**src/sv/rsti_pkg.sv**
```systemverilog
// shared types, constants and helpers for the radix string to integer unit
// no dependencies
`default_nettype none

package rsti_pkg;

   localparam int MAX_SYMBOLS_DEFAULT = 16;
   localparam int VALUE_BITS_DEFAULT  = 32;

   // alphabet storage is fixed at two 64-bit registers
   localparam int SYMBOL_CAP = 16;
   localparam int LEN_W      = 5;
   localparam int IDX_W      = 4;
   localparam int CSR_DATA_W = 64;

   localparam logic [7:0] CHAR_SPACE    = 8'h20;
   localparam logic [7:0] CHAR_TAB      = 8'h09;
   localparam logic [7:0] CHAR_CR       = 8'h0d;
   localparam logic [7:0] CHAR_MINUS    = 8'h2d;
   localparam logic [7:0] CHAR_PLUS     = 8'h2b;
   localparam logic [7:0] CHAR_NUL      = 8'h00;

   typedef enum logic [0:0] {
      CSR_SYMBOLS_LOW  = 1'b0,
      CSR_SYMBOLS_HIGH = 1'b1
   } csr_index_type;

   typedef enum logic [1:0] {
      PH_SPACE  = 2'd0,
      PH_SIGN   = 2'd1,
      PH_DIGITS = 2'd2,
      PH_DONE   = 2'd3
   } phase_type;

   typedef struct packed {
      logic             hit;
      logic [IDX_W-1:0] index;
      logic [LEN_W-1:0] length;
      logic             invalid;
   } alpha_info_type;

   function automatic logic is_space(input logic [7:0] c);
      return (c == CHAR_SPACE) || ((c >= CHAR_TAB) && (c <= CHAR_CR));
   endfunction

endpackage

`default_nettype wire

```
**src/sv/radix_string_to_integer_unit.sv**
```systemverilog
// radix string to integer unit: byte stream in, one parsed integer per string out
// depends on rsti_pkg, rsti_alphabet and rsti_parser
//
// usage:
//   req channel: one text byte per item with req_end_of_text marking the
//   last byte of a string. rsp channel: one item per string, issued for the
//   byte marked last, carrying the parsed value and the alphabet flag.
//   csr channel: index 0 writes digit symbols 0..7, index 1 symbols 8..15;
//   csr_ready is always high. write it only while no string is in progress.
//   the result is registered into the output queue when its last byte is taken.
//   throughput: one byte per cycle while req_stall is low; the loop that
//   sets it is the digit multiply-add (accumulator times alphabet length
//   plus digit index), which is combinational on the accumulator register.
//   a two-entry output queue holds results; req_stall rises only when both
//   entries are full, so a stalled receiver holds back the input after two
//   results wait. payloads on rsp hold while rsp_stall is high.
//   reset clears the parse state, the queue and the alphabet; an empty
//   alphabet is flagged invalid until two or more symbols are written.
`default_nettype none

module radix_string_to_integer_unit #(
   parameter int MAX_SYMBOLS = rsti_pkg::MAX_SYMBOLS_DEFAULT,
   parameter int VALUE_BITS  = rsti_pkg::VALUE_BITS_DEFAULT
) (
   input  wire logic                            clock,
   input  wire logic                            reset,
   input  wire logic                            req_valid,
   output logic                                 req_stall,
   input  wire logic [7:0]                      req_text_byte,
   input  wire logic                            req_end_of_text,
   output logic                                 rsp_valid,
   input  wire logic                            rsp_stall,
   output logic signed [VALUE_BITS-1:0]         rsp_parsed_value,
   output logic                                 rsp_alphabet_invalid,
   input  wire logic                            csr_valid,
   output logic                                 csr_ready,
   input  wire logic [0:0]                      csr_index,
   input  wire logic [rsti_pkg::CSR_DATA_W-1:0] csr_data
);
   import rsti_pkg::*;

   alpha_info_type               info;
   logic                         accept;
   logic                         push;
   logic                         pop;
   logic signed [VALUE_BITS-1:0] new_value;
   logic                         new_invalid;

   logic [1:0]                   count_ff;
   logic [1:0]                   count_in;
   logic signed [VALUE_BITS-1:0] head_value_ff;
   logic                         head_invalid_ff;
   logic signed [VALUE_BITS-1:0] skid_value_ff;
   logic                         skid_invalid_ff;

   assign csr_ready = 1'b1;
   assign accept    = req_valid && !req_stall;
   assign req_stall = (count_ff == 2'd2);
   assign pop       = rsp_valid && !rsp_stall;

   rsti_alphabet #(.MAX_SYMBOLS(MAX_SYMBOLS)) u_alphabet (
      .clock     (clock),
      .reset     (reset),
      .csr_write (csr_valid && csr_ready),
      .csr_index (csr_index),
      .csr_data  (csr_data),
      .text_byte (req_text_byte),
      .info      (info)
   );

   rsti_parser #(.VALUE_BITS(VALUE_BITS)) u_parser (
      .clock          (clock),
      .reset          (reset),
      .accept         (accept),
      .text_byte      (req_text_byte),
      .end_of_text    (req_end_of_text),
      .info           (info),
      .result_push    (push),
      .result_value   (new_value),
      .result_invalid (new_invalid)
   );

   always_comb begin
      count_in = count_ff;
      if (push && !pop)      count_in = count_ff + 2'd1;
      else if (pop && !push) count_in = count_ff - 2'd1;
   end

   always_ff @(posedge clock) begin
      if (reset) begin
         count_ff <= 2'd0;
      end else begin
         count_ff <= count_in;
      end
   end

   always_ff @(posedge clock) begin
      if (count_ff == 2'd2) begin
         if (pop) begin
            head_value_ff   <= skid_value_ff;
            head_invalid_ff <= skid_invalid_ff;
         end
      end else if (push) begin
         if ((count_ff == 2'd0) || pop) begin
            head_value_ff   <= new_value;
            head_invalid_ff <= new_invalid;
         end else begin
            skid_value_ff   <= new_value;
            skid_invalid_ff <= new_invalid;
         end
      end
   end

   assign rsp_valid            = (count_ff != 2'd0);
   assign rsp_parsed_value     = head_value_ff;
   assign rsp_alphabet_invalid = head_invalid_ff;

endmodule

`default_nettype wire

```
**src/sv/rsti_alphabet.sv**
```systemverilog
// digit alphabet registers, length, validity check and digit lookup
// depends on rsti_pkg
`default_nettype none

module rsti_alphabet #(
   parameter int MAX_SYMBOLS = rsti_pkg::MAX_SYMBOLS_DEFAULT
) (
   input  wire logic                            clock,
   input  wire logic                            reset,
   input  wire logic                            csr_write,
   input  wire logic [0:0]                      csr_index,
   input  wire logic [rsti_pkg::CSR_DATA_W-1:0] csr_data,
   input  wire logic [7:0]                      text_byte,
   output rsti_pkg::alpha_info_type             info
);
   import rsti_pkg::*;

   logic [CSR_DATA_W-1:0] symbols_low_ff;
   logic [CSR_DATA_W-1:0] symbols_high_ff;
   logic                  invalid;
   logic [SYMBOL_CAP-1:0][7:0] syms;
   logic [LEN_W-1:0]      length;
   logic                  hit;
   logic [IDX_W-1:0]      index;

   assign syms = {symbols_high_ff, symbols_low_ff};

   always_ff @(posedge clock) begin
      if (reset) begin
         symbols_low_ff  <= '0;
         symbols_high_ff <= '0;
      end else begin
         if (csr_write) begin
            case (csr_index_type'(csr_index))
               CSR_SYMBOLS_LOW:  symbols_low_ff  <= csr_data;
               CSR_SYMBOLS_HIGH: symbols_high_ff <= csr_data;
               default: ;
            endcase
         end
      end
   end

   // alphabet ends at the first zero byte
   always_comb begin
      length = LEN_W'(MAX_SYMBOLS);
      for (int i = MAX_SYMBOLS - 1; i >= 0; i--) begin
         if (syms[i] == CHAR_NUL) length = LEN_W'(i);
      end
   end

   // lowest matching position wins
   always_comb begin
      hit   = 1'b0;
      index = '0;
      for (int i = MAX_SYMBOLS - 1; i >= 0; i--) begin
         if ((syms[i] == text_byte) && (LEN_W'(i) < length)) begin
            hit   = 1'b1;
            index = IDX_W'(i);
         end
      end
   end

   // judged on the alphabet as it stands in this cycle
   always_comb begin
      invalid = (length < LEN_W'(2));
      for (int i = 0; i < MAX_SYMBOLS; i++) begin
         if (LEN_W'(i) < length) begin
            if ((syms[i] == CHAR_PLUS) || (syms[i] == CHAR_MINUS) || is_space(syms[i]))
               invalid = 1'b1;
            for (int j = i + 1; j < MAX_SYMBOLS; j++) begin
               if ((LEN_W'(j) < length) && (syms[j] == syms[i])) invalid = 1'b1;
            end
         end
      end
   end

   assign info.hit     = hit;
   assign info.index   = index;
   assign info.length  = length;
   assign info.invalid = invalid;

endmodule

`default_nettype wire

```
**src/sv/rsti_parser.sv**
```systemverilog
// parse state machine: whitespace skip, sign run, digit accumulation
// depends on rsti_pkg and the lookup from rsti_alphabet
`default_nettype none

module rsti_parser #(
   parameter int VALUE_BITS = rsti_pkg::VALUE_BITS_DEFAULT
) (
   input  wire logic                     clock,
   input  wire logic                     reset,
   input  wire logic                     accept,
   input  wire logic [7:0]               text_byte,
   input  wire logic                     end_of_text,
   input  wire rsti_pkg::alpha_info_type info,
   output logic                          result_push,
   output logic signed [VALUE_BITS-1:0]  result_value,
   output logic                          result_invalid
);
   import rsti_pkg::*;

   phase_type             phase_ff;
   phase_type             phase_in;
   logic                  negative_ff;
   logic                  negative_in;
   logic [VALUE_BITS-1:0] acc_ff;
   logic [VALUE_BITS-1:0] acc_in;
   logic [VALUE_BITS-1:0] scaled;
   logic [VALUE_BITS-1:0] magnitude;

   always_ff @(posedge clock) begin
      if (reset) begin
         phase_ff    <= PH_SPACE;
         negative_ff <= 1'b0;
         acc_ff      <= '0;
      end else if (accept) begin
         if (end_of_text) begin
            phase_ff    <= PH_SPACE;
            negative_ff <= 1'b0;
            acc_ff      <= '0;
         end else begin
            phase_ff    <= phase_in;
            negative_ff <= negative_in;
            acc_ff      <= acc_in;
         end
      end
   end

   assign scaled = acc_ff * {{(VALUE_BITS - LEN_W){1'b0}}, info.length}
                 + {{(VALUE_BITS - IDX_W){1'b0}}, info.index};

   always_comb begin
      phase_in    = phase_ff;
      negative_in = negative_ff;
      acc_in      = acc_ff;
      if ((phase_in == PH_SPACE) && !is_space(text_byte)) phase_in = PH_SIGN;
      if (phase_in == PH_SIGN) begin
         if (info.hit) begin
            phase_in = PH_DIGITS;
         end else if (text_byte == CHAR_MINUS) begin
            negative_in = !negative_ff;
         end else if (text_byte != CHAR_PLUS) begin
            // stray byte in the sign run pins the result at zero
            negative_in = 1'b0;
            acc_in      = '0;
            phase_in    = PH_DONE;
         end
      end
      if (phase_in == PH_DIGITS) begin
         if (info.hit) acc_in = scaled;
         else          phase_in = PH_DONE;
      end
   end

   assign magnitude = negative_in ? (~acc_in + 1'b1) : acc_in;

   always_comb begin
      result_push    = accept && end_of_text;
      result_invalid = info.invalid;
      if (!info.invalid && ((phase_in == PH_DIGITS) || (phase_in == PH_DONE)))
         result_value = magnitude;
      else
         result_value = '0;
   end

endmodule

`default_nettype wire

```
**config.mk**
```make
export PLATFORM = sky130hd
export DESIGN_NAME = radix_string_to_integer_unit
export DESIGN_NICKNAME = d
export VERILOG_FILES = /design/src/sv/rsti_pkg.sv /design/src/sv/radix_string_to_integer_unit.sv /design/src/sv/rsti_alphabet.sv /design/src/sv/rsti_parser.sv
export SDC_FILE = /design/constraint.sdc
export NUM_CORES = 2
export LEC_CHECK = 0
export ABC_AREA = 1
export BUFFER_PORTS_ARGS = -buffer_cell sky130_fd_sc_hd__buf_2
export CORE_MARGIN = 2
export CORE_UTILIZATION = 40
export DETAILED_ROUTE_END_ITERATION = 8
export GPL_TIMING_DRIVEN = 0
export SLEW_MARGIN = 20
export SYNTH_ARGS = -nofsm -noshare
export SYNTH_HDL_FRONTEND = slang
export SYNTH_SLANG_ARGS = --single-unit
```
**constraint.sdc**
```tcl
create_clock -name clock -period 23.9 [get_ports clock]
set_clock_uncertainty 0.15 [all_clocks]
set_input_delay 4.78 -clock clock [delete_from_list [all_inputs] [get_ports clock]]
set_output_delay 4.78 -clock clock [all_outputs]
set_load 0.01 [all_outputs]
```
==> impl_results.md <==
* Met2 wire length at approximately 70000 um
* PwrDens at around 52 nW/um^2
* Root buffer cell: clkbuf_16
* Highest metal used: met5
* H-tree Lvls at 1
* Status: finished clean
* Relative slew slack at 0.110
* Largest net degree at the start of global routing at 34
* Leakage at 0.0168 uW
* Crit path top cell by count: nand2_1
* DR pass1 iterations at 7
* Commonest non-fill, non-tap cells in the layout: nand2_1 (912), xor2_1 (681), nor2_1 (351), inv_1 (303), xnor2_1 (260)
* Commonest non-fill, non-tap cell in the layout: nand2_1
* Finished Cell Area at around 34000 um^2
* Largest family of logic cells by synthesized area: simple AND/OR/NAND/NOR gates
* Worst EP required at between 20000 and 25000 ps
* Cts bufs inserted at 30
* Die Y at 283 um
* Top delay family on crit path: simple AND/OR/NAND/NOR gates
* Wire per inst at roughly 33 um
* Gate power share at 0.463
* Routed vias/inst at ~6
* Seq pwr share at 0.252
* Fmax at 72.5 MHz
* Compound-Gate Fraction of Synth Area at 0.0956
* Die width at 283 um
* Vias at between 30000 and 40000
* Max incr delay on CP at about 950 ps
* Initial Util at 0.403
* Layout cells sized above 1 at 0.112
* Simple-Gate Fraction of Synth Area at 0.285
* Top Ports at around 120
* WL met1 at 76100 um
* Post-synth EDFFs at 66
* Vias in the first global route at around 32000
* Routed wl met3 at ~29000 um
* Area growth from synthesis to layout at 9.61%
* Worst slew pin tran at 1330 ps
* Port bufs at approximately 100
* Xor and xnor area share after synthesis at 0.265
* Setup TNS at 0 ps
* Post-detailed-placement half-perimeter wirelength at about 140000 um
* Synth Flop Type: dfxtp_1
* Worst vdd ir at slightly below 0.07 mV
* Multiplexer area fraction after synthesis at 0
* Clock Latency Late Sink at between 600 and 700 ps
* Post-Route WL at roughly 190000 um
* GR Overflow Total at 0
* CP Class: in -> reg
* Cell count after synthesis at ~4500
* Synth Area per Inst at approximately 7 um^2
* Detail Route Antenna Nets at 0
* Startpoint Class: primary input
* Post-cts sizing count at 0
* RSZ-0062 raised after global routing: false
* Final hold viol count at 0
* Critical-path cell with the highest stage delay: buf_1
* # hold bufs at CTS at 0
* Initial DRC Count at ~5400
* #FFs+latches synth at between 200 and 250
* CTS clk-pin slew, worst paths at roughly 60 ps
* Worst setup EP type: flop
* Synth Cell Area at approximately 31000 um^2
* Nets@finish at around 4800
* Cell Rows at roughly 100
* CP bufs+invs at 4
* Power Internal at between 900 and 1000 uW
* Min cycle time layout at about 14000 ps
* Worst EP arrival at 14050 ps
* GP Congestion at about 1.1
* Setup Buffers After CTS at 0
* Yosys warning total at 0
* Max-slew violation count at 0
* Switch share at 0.471
* Clock Tree Buf Depth at 3
* Setup violators final at 0
* Max-cap violation count at 0
* Net Count, Synth at ~4700
* Post-Synth Adder-Cell Area at 0.0810
* Clock share of power at 0.285
* Final Power at between 1500 and 2000 uW
* Instance area at placement at 33000 um^2
* Post-synthesis sequential area ratio at 0.170
* Async SR Flop Fraction at 0
* Initial antenna violation count at 11
* Clock sinks at between 200 and 250
* First-pass GRT wire length at around 260000 um
* Hold_ws at about 320 ps
* Count of different cell masters after synthesis at 70
* Worst-path maximum fanout at 10
* Tcrit/Tclk final at 0.577
* Core Box Area at ~77000 um^2
* CTS tree: built
* Total GRT Usage at 0.453
* Residual DRC at 0
* Worst min path class: reg -> reg
* Area of the die at about 80000 um^2
* Switching Power at 844 uW
final timing paths:
check / start / end / slack, ps / cells past startpoint
hold / removal: u_parser.phase_ff[0] / u_parser.phase_ff[0] / 320 / 2
setup reg to reg: u_alphabet.symbols_low_ff[45] / rsp_parsed_value[29] / 13180 / 44
hold reg to reg: u_parser.phase_ff[0] / u_parser.phase_ff[0] / 320 / 2
setup / recovery: req_text_byte[6] / rsp_parsed_value[29] / 10100 / 42
stage by stage:
step,std cells,setup WS [ps],utilization
2_1_floorplan,4456,12620,-
3_3_place_gp,5600,9370,0.426
3_5_place_dp,5603,9680,0.427
4_1_cts,5658,10340,0.441
5_1_grt,5660,9640,0.441
6_report,5670,10100,0.442
routing by layer:
layer / track usage / vias up
li1: - / 14700
met1: 0.601 / 16600
met2: 0.597 / 2824
met3: 0.207 / 728
met4: 0.256 / 4
met5: 0 / -
power groups by stage:
stage | clock network [uW] | logic, uW | registers (uW)
2_1_floorplan | 0 | 466 | 466
3_3_place_gp | 0 | 776 | 461
3_5_place_dp | 0 | 775 | 460
4_1_cts | 507 | 777 | 452
5_1_grt | 521 | 844 | 454
6_report | 511 | 829 | 451
tightest hold or removal path: cells and delay by family (launching register included):
family | cells | cell delay [ps]
DFF | 1 | 310
AOI/OAI and AO/OA | 1 | 60
and+or+nand+nor | 1 | 60
cells by family (layout without fill, tap and decap cells):
group	Yosys count	count (layout)
buffers and inverters	739	903
AO/OA/AOI/OAI	480	480
other	1	11
XOR/XNOR	941	941
adder cells (fa/ha/maj)	150	150
flip-flops	231	231
AND/OR/NAND/NOR	1914	1914
layout make-up:
class                      count  area, um^2
fill                        8199       43200
multi-input combinational   3486       22700
sequential                   231        5290
buffer                       367        1830
inverter                     372        1430
tap                         1040        1300
clock buffer                  32         758
timing repair buffer         109         569
clock inverter                23         295
antenna                       10        25.0
Yosys cell counts, types with 50 or more instances:
cell,n,share of area
buf_1,129,0.016
inv_1,304,0.037
nor2_1,351,0.042
clkbuf_1,113,0.014
nand4_1,135,0.027
fa_1,86,0.055
dfxtp_1,165,0.11
buf_4,57,0.014
a21oi_1,202,0.032
o21ai_0,50,0.0080
nor4_1,149,0.030
edfxtp_1,66,0.064
ha_1,64,0.026
xnor2_1,260,0.073
xor2_1,681,0.19
a211oi_1,88,0.021
nand2_1,912,0.11
nand3_1,167,0.027
nor3_1,54,0.0087
registers in the layout, indices dropped and copies added (netlist names):
register                    count
rsp_parsed_value               32
skid_invalid_ff                 1
u_alphabet.symbols_high_ff     64
u_parser.phase_ff               2
count_ff                        2
skid_value_ff                  32
u_parser.acc_ff                32
u_parser.negative_ff            1
rsp_alphabet_invalid            1
u_alphabet.symbols_low_ff      64
No activity file was read; power rests on OpenSTA's default activity.
